[src/sv/dfe_pkg.sv]
`default_nettype none
// Shared types and constants for the delimited field extractor.
package dfe_pkg;

    localparam int CFG_DATA_W = 10;
    localparam int CFG_INDEX_W = 3;
    localparam int FIELD_W = 10;

    localparam logic [CFG_INDEX_W-1:0] REG_TARGET_FIELD = 3'd0;
    localparam logic [CFG_INDEX_W-1:0] REG_DELIM_COUNT = 3'd1;
    localparam logic [CFG_INDEX_W-1:0] REG_DELIM_A = 3'd2;
    localparam logic [CFG_INDEX_W-1:0] REG_DELIM_B = 3'd3;
    localparam logic [CFG_INDEX_W-1:0] REG_DELIM_C = 3'd4;
    localparam logic [CFG_INDEX_W-1:0] REG_DELIM_D = 3'd5;

    localparam logic [FIELD_W-1:0] FIELD_INDEX_MAX = 10'd1023;

    typedef enum logic [1:0] {
        S_IDLE,
        S_READ,
        S_EMIT,
        S_CLOSE
    } dfe_state_t;

    typedef struct packed {
        logic accept_en;
        logic rd_issue;
        logic emit_byte;
        logic emit_close;
    } dfe_cmd_t;

    typedef struct packed {
        logic out_free;
        logic dump_req;
        logic rd_last;
    } dfe_status_t;

endpackage
`default_nettype wire

[src/sv/dfe_ctrl.sv]
`default_nettype none
// Controller state machine: accepts items and sequences the end-of-line buffer dump.
module dfe_ctrl
    import dfe_pkg::*;
(
    input  wire logic        clk,
    input  wire logic        rst_n,
    input  wire logic        in_valid,
    input  wire dfe_status_t status,
    output dfe_cmd_t         cmd
);

    dfe_state_t state_reg;
    dfe_state_t state_next;

    always_ff @(posedge clk or negedge rst_n)
    begin
        if (!rst_n)
        begin
            state_reg <= S_IDLE;
        end
        else
        begin
            state_reg <= state_next;
        end
    end

    always_comb
    begin
        state_next = state_reg;
        unique case (state_reg)
            S_IDLE:
            begin
                if (in_valid && status.out_free && status.dump_req)
                begin
                    state_next = S_READ;
                end
            end
            S_READ:
            begin
                state_next = S_EMIT;
            end
            S_EMIT:
            begin
                if (status.out_free)
                begin
                    state_next = status.rd_last ? S_CLOSE : S_READ;
                end
            end
            S_CLOSE:
            begin
                if (status.out_free)
                begin
                    state_next = S_IDLE;
                end
            end
            default:
            begin
                state_next = S_IDLE;
            end
        endcase
    end

    always_comb
    begin
        cmd = '0;
        unique case (state_reg)
            S_IDLE:
            begin
                cmd.accept_en = status.out_free;
            end
            S_READ:
            begin
                cmd.rd_issue = 1'b1;
            end
            S_EMIT:
            begin
                cmd.emit_byte = status.out_free;
            end
            S_CLOSE:
            begin
                cmd.emit_close = status.out_free;
            end
            default:
            begin
                cmd = '0;
            end
        endcase
    end

endmodule
`default_nettype wire

[src/sv/dfe_datapath.sv]
`default_nettype none
// Datapath: configuration registers, field tracking, field buffer and output register.
module dfe_datapath
    import dfe_pkg::*;
#(
    parameter int MAX_FIELD_LEN = 63,
    parameter int DELIM_SLOTS = 4
)
(
    input  wire logic                   clk,
    input  wire logic                   rst_n,
    input  wire logic                   cfg_we,
    input  wire logic [CFG_INDEX_W-1:0] cfg_index,
    input  wire logic [CFG_DATA_W-1:0]  cfg_data,
    input  wire logic                   in_valid,
    input  wire logic [7:0]             char_byte,
    input  wire logic                   line_end,
    input  wire logic                   out_ready,
    input  wire dfe_cmd_t               cmd,
    output dfe_status_t                 status,
    output logic                        out_valid,
    output logic [7:0]                  out_byte,
    output logic                        is_closing,
    output logic                        found,
    output logic                        truncated,
    output logic                        last_of_run
);

    localparam int LEN_W = $clog2(MAX_FIELD_LEN + 1);
    localparam int ADDR_W = (MAX_FIELD_LEN > 1) ? $clog2(MAX_FIELD_LEN) : 1;

    logic [FIELD_W-1:0] target_reg;
    logic [2:0]         delim_count_reg;
    logic [7:0]         delim_reg [4];

    logic [FIELD_W-1:0] field_index_reg;
    logic [FIELD_W-1:0] field_index_next;
    logic               inside_reg;
    logic               inside_next;
    logic [LEN_W-1:0]   len_reg;
    logic [LEN_W-1:0]   len_next;
    logic               ovf_reg;
    logic               ovf_next;
    logic [ADDR_W-1:0]  rd_idx_reg;
    logic [ADDR_W-1:0]  rd_idx_next;

    logic [7:0]         buf_mem [MAX_FIELD_LEN];
    logic [7:0]         rdata_reg;

    logic               out_valid_reg;
    logic               out_valid_next;
    logic [7:0]         out_byte_reg;
    logic [7:0]         out_byte_next;
    logic               closing_reg;
    logic               closing_next;
    logic               found_reg;
    logic               found_next;
    logic               trunc_reg;
    logic               trunc_next;
    logic               last_reg;
    logic               last_next;

    logic               fire;
    logic               target_zero;
    logic               is_delim;
    logic [2:0]         used;
    logic [FIELD_W-1:0] index_bumped;
    logic               buf_we;
    logic               clear_line;
    logic               direct_close;

    assign fire        = in_valid && cmd.accept_en;
    assign target_zero = (target_reg == '0);

    assign status.out_free = !out_valid_reg || out_ready;
    assign status.dump_req = line_end && target_zero && (len_reg != '0);
    assign status.rd_last  = ((LEN_W'(rd_idx_reg) + LEN_W'(1)) == len_reg);

    always_comb
    begin
        used = (delim_count_reg > 3'(DELIM_SLOTS)) ? 3'(DELIM_SLOTS) : delim_count_reg;
        is_delim = 1'b0;
        for (int i = 0; i < DELIM_SLOTS; i++)
        begin
            if ((3'(i) < used) && (delim_reg[i] == char_byte))
            begin
                is_delim = 1'b1;
            end
        end
    end

    always_ff @(posedge clk or negedge rst_n)
    begin
        if (!rst_n)
        begin
            target_reg      <= 10'd1;
            delim_count_reg <= 3'd2;
            delim_reg[0]    <= 8'd32;
            delim_reg[1]    <= 8'd9;
            delim_reg[2]    <= 8'd0;
            delim_reg[3]    <= 8'd0;
        end
        else if (cfg_we)
        begin
            unique case (cfg_index)
                REG_TARGET_FIELD: target_reg      <= cfg_data;
                REG_DELIM_COUNT:  delim_count_reg <= cfg_data[2:0];
                REG_DELIM_A:      delim_reg[0]    <= cfg_data[7:0];
                REG_DELIM_B:      delim_reg[1]    <= cfg_data[7:0];
                REG_DELIM_C:      delim_reg[2]    <= cfg_data[7:0];
                REG_DELIM_D:      delim_reg[3]    <= cfg_data[7:0];
                default:          ;
            endcase
        end
    end

    // A line end either closes at once or, with a buffered field, hands over to the dump.
    assign direct_close = fire && line_end && !status.dump_req;
    assign clear_line   = direct_close || cmd.emit_close;

    always_comb
    begin
        field_index_next = field_index_reg;
        inside_next      = inside_reg;
        len_next         = len_reg;
        ovf_next         = ovf_reg;
        buf_we           = 1'b0;
        index_bumped     = field_index_reg;
        if (!inside_reg && (field_index_reg != FIELD_INDEX_MAX))
        begin
            index_bumped = field_index_reg + FIELD_W'(1);
        end
        if (clear_line)
        begin
            field_index_next = '0;
            inside_next      = 1'b0;
            len_next         = '0;
            ovf_next         = 1'b0;
        end
        else if (fire && !line_end)
        begin
            if (is_delim)
            begin
                inside_next = 1'b0;
            end
            else
            begin
                inside_next      = 1'b1;
                field_index_next = index_bumped;
                if (!inside_reg)
                begin
                    len_next = '0;
                    ovf_next = 1'b0;
                end
                if (target_zero)
                begin
                    // A new field restarts the buffer, so the write lands at entry zero.
                    if (!inside_reg || (len_reg < LEN_W'(MAX_FIELD_LEN)))
                    begin
                        buf_we   = 1'b1;
                        len_next = inside_reg ? (len_reg + LEN_W'(1)) : LEN_W'(1);
                    end
                    else
                    begin
                        ovf_next = 1'b1;
                    end
                end
            end
        end
    end

    always_comb
    begin
        rd_idx_next = rd_idx_reg;
        if (fire)
        begin
            rd_idx_next = '0;
        end
        else if (cmd.emit_byte)
        begin
            rd_idx_next = rd_idx_reg + ADDR_W'(1);
        end
    end

    always_ff @(posedge clk or negedge rst_n)
    begin
        if (!rst_n)
        begin
            field_index_reg <= '0;
            inside_reg      <= 1'b0;
            len_reg         <= '0;
            ovf_reg         <= 1'b0;
            rd_idx_reg      <= '0;
        end
        else
        begin
            field_index_reg <= field_index_next;
            inside_reg      <= inside_next;
            len_reg         <= len_next;
            ovf_reg         <= ovf_next;
            rd_idx_reg      <= rd_idx_next;
        end
    end

    always_ff @(posedge clk)
    begin
        if (buf_we)
        begin
            buf_mem[inside_reg ? len_reg[ADDR_W-1:0] : '0] <= char_byte;
        end
        if (cmd.rd_issue)
        begin
            rdata_reg <= buf_mem[rd_idx_reg];
        end
    end

    always_comb
    begin
        out_valid_next = out_valid_reg && !out_ready;
        out_byte_next  = out_byte_reg;
        closing_next   = closing_reg;
        found_next     = found_reg;
        trunc_next     = trunc_reg;
        last_next      = last_reg;
        if (direct_close)
        begin
            out_valid_next = 1'b1;
            out_byte_next  = 8'd0;
            closing_next   = 1'b1;
            found_next     = target_zero || (target_reg == FIELD_W'(1))
                             || (field_index_reg >= target_reg);
            trunc_next     = target_zero && ovf_reg;
            last_next      = 1'b1;
        end
        else if (fire && !line_end && !is_delim && !target_zero
                 && (index_bumped == target_reg))
        begin
            out_valid_next = 1'b1;
            out_byte_next  = char_byte;
            closing_next   = 1'b0;
            found_next     = 1'b0;
            trunc_next     = 1'b0;
            last_next      = 1'b1;
        end
        else if (cmd.emit_byte)
        begin
            out_valid_next = 1'b1;
            out_byte_next  = rdata_reg;
            closing_next   = 1'b0;
            found_next     = 1'b0;
            trunc_next     = 1'b0;
            last_next      = 1'b0;
        end
        else if (cmd.emit_close)
        begin
            out_valid_next = 1'b1;
            out_byte_next  = 8'd0;
            closing_next   = 1'b1;
            found_next     = 1'b1;
            trunc_next     = ovf_reg;
            last_next      = 1'b1;
        end
    end

    always_ff @(posedge clk or negedge rst_n)
    begin
        if (!rst_n)
        begin
            out_valid_reg <= 1'b0;
        end
        else
        begin
            out_valid_reg <= out_valid_next;
        end
    end

    always_ff @(posedge clk)
    begin
        out_byte_reg <= out_byte_next;
        closing_reg  <= closing_next;
        found_reg    <= found_next;
        trunc_reg    <= trunc_next;
        last_reg     <= last_next;
    end

    assign out_valid   = out_valid_reg;
    assign out_byte    = out_byte_reg;
    assign is_closing  = closing_reg;
    assign found       = found_reg;
    assign truncated   = trunc_reg;
    assign last_of_run = last_reg;

endmodule
`default_nettype wire

[src/sv/delimited_field_extractor_unit.sv]
`default_nettype none
// Top level of the delimited field extractor.
//
//  Channel  Signals                                           Handshake
//  -------  ------------------------------------------------  ---------------------
//  input    char_byte, line_end                               in_valid / in_ready
//  output   out_byte, is_closing, found, truncated, last_of_run  out_valid / out_ready
//  config   cfg_index, cfg_data                               cfg_we, no wait
//
// Bytes stream at one per cycle while the output register drains and no line-end dump is in progress.
// A line end in last-field mode with L buffered bytes is first accepted; then each byte of the
// dump passes through a buffer memory read and then the output register load, and last comes
// the closing item.
// Reset is asynchronous and active low; the field buffer itself is not cleared.
// A stalled output holds the item in the output register and stops input acceptance.
module delimited_field_extractor_unit
    import dfe_pkg::*;
#(
    parameter int MAX_FIELD_LEN = 63,
    parameter int DELIM_SLOTS = 4
)
(
    input  wire logic                   clk,
    input  wire logic                   rst_n,
    input  wire logic                   cfg_we,
    input  wire logic [CFG_INDEX_W-1:0] cfg_index,
    input  wire logic [CFG_DATA_W-1:0]  cfg_data,
    input  wire logic                   in_valid,
    output logic                        in_ready,
    input  wire logic [7:0]             char_byte,
    input  wire logic                   line_end,
    output logic                        out_valid,
    input  wire logic                   out_ready,
    output logic [7:0]                  out_byte,
    output logic                        is_closing,
    output logic                        found,
    output logic                        truncated,
    output logic                        last_of_run
);

    dfe_cmd_t    cmd;
    dfe_status_t status;

    dfe_ctrl u_ctrl (
        .clk      (clk),
        .rst_n    (rst_n),
        .in_valid (in_valid),
        .status   (status),
        .cmd      (cmd)
    );

    dfe_datapath #(
        .MAX_FIELD_LEN (MAX_FIELD_LEN),
        .DELIM_SLOTS   (DELIM_SLOTS)
    ) u_datapath (
        .clk         (clk),
        .rst_n       (rst_n),
        .cfg_we      (cfg_we),
        .cfg_index   (cfg_index),
        .cfg_data    (cfg_data),
        .in_valid    (in_valid),
        .char_byte   (char_byte),
        .line_end    (line_end),
        .out_ready   (out_ready),
        .cmd         (cmd),
        .status      (status),
        .out_valid   (out_valid),
        .out_byte    (out_byte),
        .is_closing  (is_closing),
        .found       (found),
        .truncated   (truncated),
        .last_of_run (last_of_run)
    );

    assign in_ready = cmd.accept_en;

endmodule
`default_nettype wire
[config.mk]
export PLATFORM = sky130hd
export DESIGN_NAME = delimited_field_extractor_unit
export DESIGN_NICKNAME = d
export VERILOG_FILES = /design/src/sv/dfe_pkg.sv /design/src/sv/dfe_ctrl.sv /design/src/sv/dfe_datapath.sv /design/src/sv/delimited_field_extractor_unit.sv
export SDC_FILE = /design/constraint.sdc
export NUM_CORES = 1
export LEC_CHECK = 0
export BUFFER_PORTS_ARGS = -buffer_cell sky130_fd_sc_hd__buf_2
export CORE_ASPECT_RATIO = 1.1
export CORE_UTILIZATION = 59
export CTS_BUF_LIST = sky130_fd_sc_hd__clkbuf_4
export CTS_CLUSTER_SIZE = 8
export DETAILED_ROUTE_END_ITERATION = 7
export MAX_ROUTING_LAYER = met4
export PLACE_DENSITY = 0.89
export SETUP_SLACK_MARGIN = 0.2
export SYNTH_ARGS = -nofsm -noshare
export SYNTH_HDL_FRONTEND = slang
export SYNTH_SLANG_ARGS = --single-unit
[constraint.sdc]
create_clock -name clk -period 2.8 [get_ports clk]
set_clock_uncertainty 0.2 [all_clocks]
set_input_delay 0.14 -clock clk [delete_from_list [all_inputs] [get_ports clk]]
set_output_delay 0.14 -clock clk [all_outputs]
set_load 0.05 [all_outputs]
# == Yosys cells after proc, flatten, opt, wreduce, memory -nomap -nowiden ==
# Memory sizes are Yosys's and may differ from the RTL's. A register that Yosys moved wholly into a read port is not among the register bits.
# Cells that the tools add are included.
# totals
ramBits,504
memories,1
register_bits,84
output_inout_bits,14
# memory_table
memory,depth,word_bits,read_ports,rd_ports_with_merged_regs,wr,line,text
u_datapath.buf_mem,63,8,1,1,1,dfe_datapath.sv:47,logic [7:0] buf_mem [MAX_FIELD_LEN];
# classes
muxes,58
n_reduce_logical,48
order_cmp,7
addsub,3
eq_ne,20
# op_table
cell,count
two-way mux 6 bit,9
two-way mux 10 bit,4
two-way mux 1 bit,36
equality test 8 bit,4
two-way mux 8 bit,3
logical AND 1 bit,18
AND reduction 2 bit,7
"adder 6 x 1 -> 6 bit, second input constant",2
"adder 10 x 1 -> 10 bit, second input constant",1
"equality test 10 x 1 -> 1 bit, second input constant",1
equality test 10 bit,1
greater-or-equal comparator 10 bit,1
logical NOT 10 bit,1
"inequality test 10 bit, second input constant",1
two-way mux 2 bit,4
one-hot mux 2 bit (4 select lines),1
logical NOT 1 bit,7
"equality test 3 x 2 -> 1 bit, second input constant",2
"equality test 3 bit, second input constant",2
equality test 6 bit,1
"< comparator 1 x 3 -> 1 bit, first input constant",2
"< comparator 2 x 3 -> 1 bit, first input constant",2
"< comparator 6 bit, second input constant",1
"inequality test 2 x 1 -> 1 bit, second input constant",3
other kinds (15),22

# == Longest topological paths before layout ==
# Gate-level depths: netlist of run 1.
# depth
depth_word,14
mapped_depth,10

# == Cells and area by module ==
# A second synthesis of run 1 with hierarchy kept.
# unflattened
hier_cells,1355
area_unflattened_um2,24832.6
# by_module_without_submodules
mod,cells_per_inst,instances,area_each_um2
dfe_datapath,1341,1,24717.5
dfe_ctrl,14,1,115.1

# == Least setup slack after synthesis of run 1 ==
# No wires, ideal clock.
# synth_path
kind,reg-to-reg
from,register u_datapath.out_valid_reg (netlist: u_datapath.out_valid)
to,memory u_datapath.buf_mem[43][0] (enable)
arrival_time_ns,2.584
stages_incl_launch_ff,8
t_required_ns,2.230
period_less_slack_ns,3.154
setup_slack_ns,-0.354
path_buffers,0
path_cell_list,dfrtp_1 nand2b_1 nand4_2 a311oi_2 nand4_4 nor4b_1 nand3_1 nor2_1
# synth_via
elab_chain_cells,10
elab_cells_between_ends,13
classes_between,6 x mux; 7 x reduce/logical
# synth_lines
item,line,text
"start, declared",dfe_datapath.sv:50,logic out_valid_reg;
"start signal, assigned",dfe_datapath.sv:273,out_valid_reg <= out_valid_next;
logical NOT 1 bit (*),dfe_datapath.sv:75,assign status.out_free = !out_valid_reg || out_ready;
logical OR 1 bit (*),dfe_datapath.sv:75,
two-way mux 1 bit,dfe_ctrl.sv:67,unique case (state_reg)
logical AND 1 bit,dfe_datapath.sv:72,assign fire = in_valid && cmd.accept_en;
logical AND 1 bit (2 in series),dfe_datapath.sv:118,assign direct_close = fire && line_end && !status.dump_req;
logical OR 1 bit,dfe_datapath.sv:119,assign clear_line = direct_close || cmd.emit_close;
two-way mux 1 bit (*),dfe_datapath.sv:133,if (clear_line)
two-way mux 1 bit (*),dfe_datapath.sv:207,if (buf_we)
two-way mux 1 bit (*),dfe_datapath.sv:209,buf_mem[inside_reg ? len_reg[ADDR_W-1:0] : '0] <= char_byte;
"end, declared",dfe_datapath.sv:47,
# Mark *: on every way between the ends. The rest lies on a longest branch, timed or not.

# == Worst setup path after layout of run 1 ==
# layout_path
from,register u_datapath.target_reg[7]
to,memory u_datapath.buf_mem[38][6] (enable)
# layout_via
elab_chain_cells,9
elab_cells_between_ends,12
classes_between,6 x mux; 6 x reduce/logical
# layout_lines
item,line,text
"start, declared",dfe_datapath.sv:32,logic [FIELD_W-1:0] target_reg;
"start signal, assigned",dfe_datapath.sv:106,REG_TARGET_FIELD: target_reg <= cfg_data;
logical NOT 10 bit (*),dfe_datapath.sv:73,assign target_zero = (target_reg == '0);
logical AND 1 bit (2 in series),dfe_datapath.sv:76,assign status.dump_req = line_end && target_zero && (len_reg != '0);
logical NOT 1 bit,dfe_datapath.sv:118,
logical AND 1 bit,dfe_datapath.sv:118,
logical OR 1 bit,dfe_datapath.sv:119,
two-way mux 1 bit (*),dfe_datapath.sv:133,
two-way mux 1 bit (*),dfe_datapath.sv:207,
two-way mux 1 bit (*),dfe_datapath.sv:209,
# Marks and branches as above.

==> results of run 1 <==
worst max-delay path, delay by kind of cell (launching register included):
kind | cells | cell delay [ns]
flops | 1 | 0.56
buf+inv | 3 | 0.55
simple gates | 5 | 1.31
compound gates | 1 | 0.13
per-layer routing:
layer  up-vias  wire length [um]
met1      8063             24400
met3       460              9480
li1       6189                 -
met4         0              6240
met2      1560             37600
met5         -                 0
power by group through the flow:
| stage | combinational, W | sequential (W) | clock [W] |
|---|---|---|---|
| floorplan | 0.00320 | 0.0104 | 0 |
| global placement | 0.00445 | 0.0103 | 0 |
| detailed placement | 0.00460 | 0.0104 | 0 |
| CTS | 0.00542 | 0.0102 | 0.00746 |
| global route | 0.00613 | 0.0102 | 0.00812 |
| finish | 0.00593 | 0.0102 | 0.00767 |
stage by stage:
step / worst slack [ns] / instance area, um^2 / utilization (%) / setup TNS [ns] / total power [W]
after global routing: -0.405 / 31300 / 76.0 / -119.02 / 0.0245
after global placement: -0.204 / 26900 / 65.3 / -36.22 / 0.0148
after floorplan: -0.0847 / 25300 / - / -4.56 / 0.0136
after CTS: -0.183 / 31000 / 75.2 / -15.92 / 0.0230
final: -0.389 / 31300 / 76.0 / -101.57 / 0.0238
after detailed placement: -0.342 / 26900 / 65.3 / -75.30 / 0.0150
how the worst max path moves through the flow:
stage | start | end | slack (ns) | cells past startpoint
5_1_grt | u_datapath.target_reg[7] | u_datapath.buf_mem[38][5] | -0.41 | 9
6_report | u_datapath.target_reg[7] | u_datapath.buf_mem[38][6] | -0.39 | 9
3_5_place_dp | char_byte[2] | u_datapath.buf_mem[24][5] | -0.34 | 10
2_1_floorplan | u_datapath.out_valid | u_datapath.buf_mem[59][0] | -0.08 | 7
4_1_cts | u_datapath.rd_idx_reg[0] | u_datapath.rdata_reg[2] | -0.18 | 6
3_3_place_gp | char_byte[2] | u_datapath.buf_mem[40][3] | -0.20 | 10
repair_timing:
action                                  in CTS  in global routing
endpoints found under the setup margin     526                548
pin swaps                                   59                 43
buffers inserted                            75                 18
gates cloned                                 5                  0
gates resized for setup                     92                 52
hold buffers                                58                  0
hold endpoints to repair                   625                  0
cell type report:
type	count	area (um^2)
flip-flops and latches	596	17500
fillers	2035	9890
multi-input cells	632	7590
repair buffers	308	3560
clock buffers	215	1610
well taps	560	701
clock inverters	49	304
inverters	18	67.6
diodes	4	10.0
cell usage after synthesis (all sizes together), types with 5 or more instances:
| library cell | n | share of area, % |
|---|---|---|
| dfrtp | 67 | 6.8 |
| mux2 | 45 | 2.1 |
| ha | 14 | 0.71 |
| dfstp | 5 | 0.53 |
| mux4 | 160 | 15 |
| o21ai | 40 | 0.81 |
| o211ai | 5 | 0.15 |
| buf | 30 | 0.67 |
| dfxtp | 10 | 0.81 |
| nor2 | 96 | 1.5 |
| nand2 | 48 | 0.73 |
| o31ai | 6 | 0.18 |
| nor2b | 10 | 0.25 |
| mux2i | 9 | 0.37 |
| a21oi | 16 | 0.33 |
| clkbuf | 37 | 0.65 |
| nand3 | 20 | 0.41 |
| a22oi | 5 | 0.15 |
| nand4 | 10 | 0.34 |
| a22o | 6 | 0.22 |
| edfxtp | 514 | 63 |
| nor3 | 18 | 0.37 |
| xnor2 | 16 | 0.57 |
| inv | 17 | 0.26 |
| and3 | 8 | 0.21 |
| nor4 | 10 | 0.28 |
| xor2 | 36 | 1.3 |
logic make-up after synthesis:
logic type	Yosys count	synth area share, %
AO/OA/AOI/OAI	105	2.85
XOR/XNOR	52	1.85
adder cells (fa/ha/maj)	14	0.712
buffers and inverters	85	1.59
AND/OR/NAND/NOR	247	4.93
multiplexers	214	17.1
flip-flops	596	70.9
==> metrics.txt, run 1 <==
worst r2r dst=u_datapath.buf_mem[38][6]; Hold EP=u_ctrl.state_reg[0]; Worst-Margin Slew=0.963 ns; cts bufs inserted=149; vias per std cell=6.83; Sw Ratio=between 20% and 30%; RSZ-0062 raised after global routing=yes; worst skew pair latency=roughly 0.95 ns; Worst setup SP type=register; DIE AREA=42500 um^2; H-tree Lvls=4; Cell Count, Final, Fillers Out=2382; Hold Path Class=input pin to register; Placed Cells=1960; Die W=197 um; Net Switching=0.00712 W; DRC viols=0; most used routing layer in global routing=met2; vias in the first global route=16400; crit path DAT=3.52 ns; Setup CP Type=register to register; hold path depth=4; Post-synth ARST share=12.1%; number of synthesized register bits=596; post-layout min period=approximately 3.2 ns; Initial Utilization=59.7%; CTS root buf=clkbuf_4; cell chain of the critical path=nor4_4 -> and4b_2 -> o21ai_2 -> buf_4 -> nor3_4 -> buf_6 -> nand2_8 -> buf_12 -> nor2_4; fin crit share=114%; clk buf depth=3; max_slew headroom=35.6%; Die H=216 um; max reg flops=504; routing usage on met3=9.87%; Main synth FF type=edfxtp_1; Final #Nets=~1700; final hold vios=1; met1 usage=between 40% and 50%; grt ovf=0; clock power share=32.2%; number of synthesized flops with an enable pin=about 510; met2 Usage GRT=59.0%; Reg clk slew, reported paths=0.07 ns; Synth Net Count=1354; core area=41200 um^2; Worst Setup End Kind=register; max-slew violations=0; TritonCTS clock tree=done; internal power=0.0167 W; Power per Cell Area=762 nW/um^2; Max-cap violations=0; total track usage=38.1%; Worst EP required=approximately 3.1 ns; drt first pass iters=6; min-delay src=line_end; reg2reg setup slack=-0.39 ns; RePlAce Congestion=0.891; Sink Count=596; status=finished with violations; leak pwr=10.6 nW; Combinational Power Share=24.9%; Mean Syn Cell Area=about 19 um^2; cells after synthesis=1313; Worst IR Drop VDD=0.491 mV; detailed placer's ending HPWL=39100 um; Reg power frac=42.9%; antenna violations before repair=4; biggest cell delay along the critical path=0.56 ns; RR Startpoint=u_datapath.target_reg[7]; Cell variety after synth=69; YS warnings=0; Worst Path Max Fanout=8; # port buffers=40; post-route antenna net violation count=0; area grow syn2layout=27.3%; drt wl/cell=between 30 and 40 um; Starting DRT DRC Count=2372; failing checks=negative hold slack, negative setup slack; io pins=41; commonest non-fill, non-tap cells in the layout=edfxtp_1 (514), clkbuf_4 (215), mux4_2 (160); Seq/Total Area, Yosys=70.9%; Max Freq=~310 MHz; Rows=78; DR vias=around 16000; global-route wire length before repair=about 110000 um; total wire length=77800 um; count of final setup violators=between 500 and 600; share of cells above drive strength 1=45.1%; Syn Std Cell Area=24600 um^2; largest net degree at the start of global routing=65; r2r worst-path depth=9; CP max stage cell=dfrtp_1; commonest non-fill, non-tap cell in the layout=edfxtp_1; final setup margin=-0.389 ns; Fin Hold WS=-0.00254 ns
(Power assumes the default switching activity.)
==> inputs of run 2 (changes only) <==
--- a/config.mk
+++ b/config.mk
@@ -9,10 +9,11 @@
 export CORE_ASPECT_RATIO = 1.1
 export CORE_UTILIZATION = 59
 export CTS_BUF_LIST = sky130_fd_sc_hd__clkbuf_4
+export CTS_CLUSTER_DIAMETER = 120
 export CTS_CLUSTER_SIZE = 8
 export DETAILED_ROUTE_END_ITERATION = 7
 export MAX_ROUTING_LAYER = met4
-export PLACE_DENSITY = 0.89
+export PLACE_DENSITY = 0.8
 export SETUP_SLACK_MARGIN = 0.2
 export SYNTH_ARGS = -nofsm -noshare
 export SYNTH_HDL_FRONTEND = slang
==> run 2 against run 1 <==
Net effect:
- the run ends with negative setup slack left
- flip-flop and latch count stayed put
- worst hold slack better by 0.099 ns
- register-to-register slack better by 0.24 ns
- first-iteration DRC count is 42% lower
- via count is 13% lower
- wire length is 21% lower
- die area stayed put
- maximum frequency is 8.1% higher
- sequential share of layout area is 2.9 points higher
- combinational power is 9.6% lower
- core utilization is 3.8 points lower
- critical endpoint is now u_datapath.rdata_reg[6]
- highest routed layer unchanged
==> metrics.txt, run 2 (synthesized netlist as in run 1, its figures left out) <==
post-layout util=72.2% (-3.8 points); register area=17500 um^2 (about the same); DIE AREA=42500 um^2 (unchanged); Max Freq=339 MHz (+8.1%); DR vias=14200 (-13%); max-slew violations=0 (unchanged); count of final setup violators=385 (-28%); Worst IR Drop VDD=0.443 mV (-9.7%); Reg clk slew, reported paths=0.10 ns (+0.03 ns); failing checks=negative setup slack; TritonCTS clock tree=done; area taken by multi-input logic gates=7570 um^2 (-0.18%); Worst setup SP type=register; antenna violations before repair=1 (-3); max reg flops=504 (unchanged); fin crit share=105% (-8.5 points); drt first pass iters=5 (-1); status=finished with violations; global-route wire length before repair=91700 um (-17%); Power per Cell Area=690 nW/um^2 (-9.4%); final setup TNS=-18.53 ns (+83.05 ns); Rows=78 (unchanged); Worst Setup End Kind=register; share of cells above drive strength 1=41.8% (-3.3 points); DRC viols=0 (unchanged); cts bufs inserted=84 (-44%); Initial Utilization=59.7% (unchanged); post-layout min period=2.95 ns (-0.239 ns); RSZ-0062 raised after global routing=yes; commonest non-fill, non-tap cells in the layout=edfxtp_1 (514), mux4_2 (160), clkbuf_4 (121); Worst-Margin Slew=0.818 ns (-0.145 ns); leak pwr=9.80 nW (-7.6%); RePlAce Congestion=0.952 (+6.8%); largest net degree at the start of global routing=65 (unchanged); # port buffers=40 (unchanged); max_slew headroom=45.5% (+9.9 points); grt ovf=0 (unchanged); Die W=197 um (unchanged); io pins=41 (unchanged); # fillers=2384 (+17%); total track usage=30.9% (-7.3 points); vias per std cell=6.41 (-6.2%); CP max stage cell=mux4_2; crit path DAT=3.33 ns (-0.19 ns); Hold Path Class=input pin to register; H-tree Lvls=3 (-1); detailed placer's ending HPWL=37500 um (-4.2%); final setup margin=-0.150 ns (+0.239 ns); cell chain of the critical path=buf_12 -> buf_12 -> mux4_2 -> mux4_2 -> mux4_2; Setup CP Type=register to register; Final Total Pwr=0.0205 W (-14%); worst skew pair latency=0.86 ns (-0.09 ns); Starting DRT DRC Count=1371 (-42%); final hold vios=0 (-1); area grow syn2layout=21.0%; total wire length=61100 um (-21%); CTS root buf=clkbuf_4; drt wl/cell=27.6 um (-15%); Worst Path Max Fanout=8 (unchanged); CP dominant cell by count=mux4_2; core area=41200 um^2 (unchanged); Worst EP required=3.18 ns (+0.05 ns); Sink Count=596 (unchanged); clk buf depth=3 (unchanged); Final #Nets=1654 (-5.3%); Setup WS pre-CTS=-0.292 ns (+0.0499 ns); biggest cell delay along the critical path=0.56 ns (about the same); post-route antenna net violation count=0 (unchanged); vias in the first global route=14600 (-11%); Max-cap violations=0 (unchanged); commonest non-fill, non-tap cell in the layout=edfxtp_1; Die H=216 um (unchanged)
## run 2: cell types whose count changed in the layout (fill, tap and decap cells not counted), moves of 4 or more
cell	delta
buf_6	-15
inv_2	-4
clkbuf_4	-94
buf_12	-23
mux2_2	-4
buf_4	+19
dlygate4sd3_1	-6
mux2_4	+4
clkinv_1	-33
## run 2: cell type report
type,instances,area share [%]
inverters,18,0.227
diodes,1,0.00841
repair buffers,281,9.97
clock inverters,4,0.252
flip-flops and latches,596,58.7
clock buffers,121,3.05
multi-input cells,632,25.5
well taps,560,2.36
## run 2: report_power, final
part	internal (W)	total [W]	switching, W
combinational	0.00275	0.00536	0.00261
clock	0.00213	0.00499	0.00285
sequential	0.00993	0.0102	0.000251
total	0.0148	0.0205	0.00571
## run 2: worst max-delay path: cells and delay by family, from the launching register on
family / cells / cell delay, ns
flops: 1 / 0.54
buf+inv: 2 / 0.33
mux: 3 / 1.59
## run 2: through the flow
| step | cell area [um^2] | hold WS (ns) | cells |
|---|---|---|---|
| floorplan | 25300 | -0.356 | 1313 |
| global placement | 26900 | 0.116 | 1970 |
| detailed placement | 26900 | 0.128 | 1970 |
| CTS | 29500 | 0.0132 | 2198 |
| global route | 29700 | 0.0854 | 2213 |
| finish | 29700 | 0.0968 | 2213 |
## run 2: worst paths after layout
path	startpoint	endpoint	slack (ns)	depth (start not counted)
worst max-delay path	u_datapath.rd_idx_reg[0]	u_datapath.rdata_reg[6]	-0.15	5
worst min-delay path	char_byte[1]	u_datapath.buf_mem[60][1]	0.1	2
worst max register to register	u_datapath.rd_idx_reg[0]	u_datapath.rdata_reg[6]	-0.15	5
worst min register to register	u_datapath.last_of_run	u_datapath.last_of_run	0.29	2
max in group asynchronous	rst_n	u_datapath.delim_reg[16]	1.89	4
min in group asynchronous	rst_n	u_datapath.field_index_reg[6]	0.21	4
## run 2: metal layers
layer / track usage (%) / part of all wire (%) / up-vias
met2: 48.1 / 50 / 824
met3: 5.88 / 8.5 / 164
met1: 39.5 / 37 / 7282
li1: - / - / 5917
met4: 15.0 / 4.4 / 0
met5: - / 0 / -
## run 2: timing repair
item | 4_1_cts | 5_1_grt
endpoints found under the setup margin | 527 | 543
setup buffers | 48 | 14
cloned | 3 | 2
hold buffers | 52 | 0
resized for setup | 88 | 25
pin swaps | 47 | 30
endpoints found under the hold margin | 656 | 0
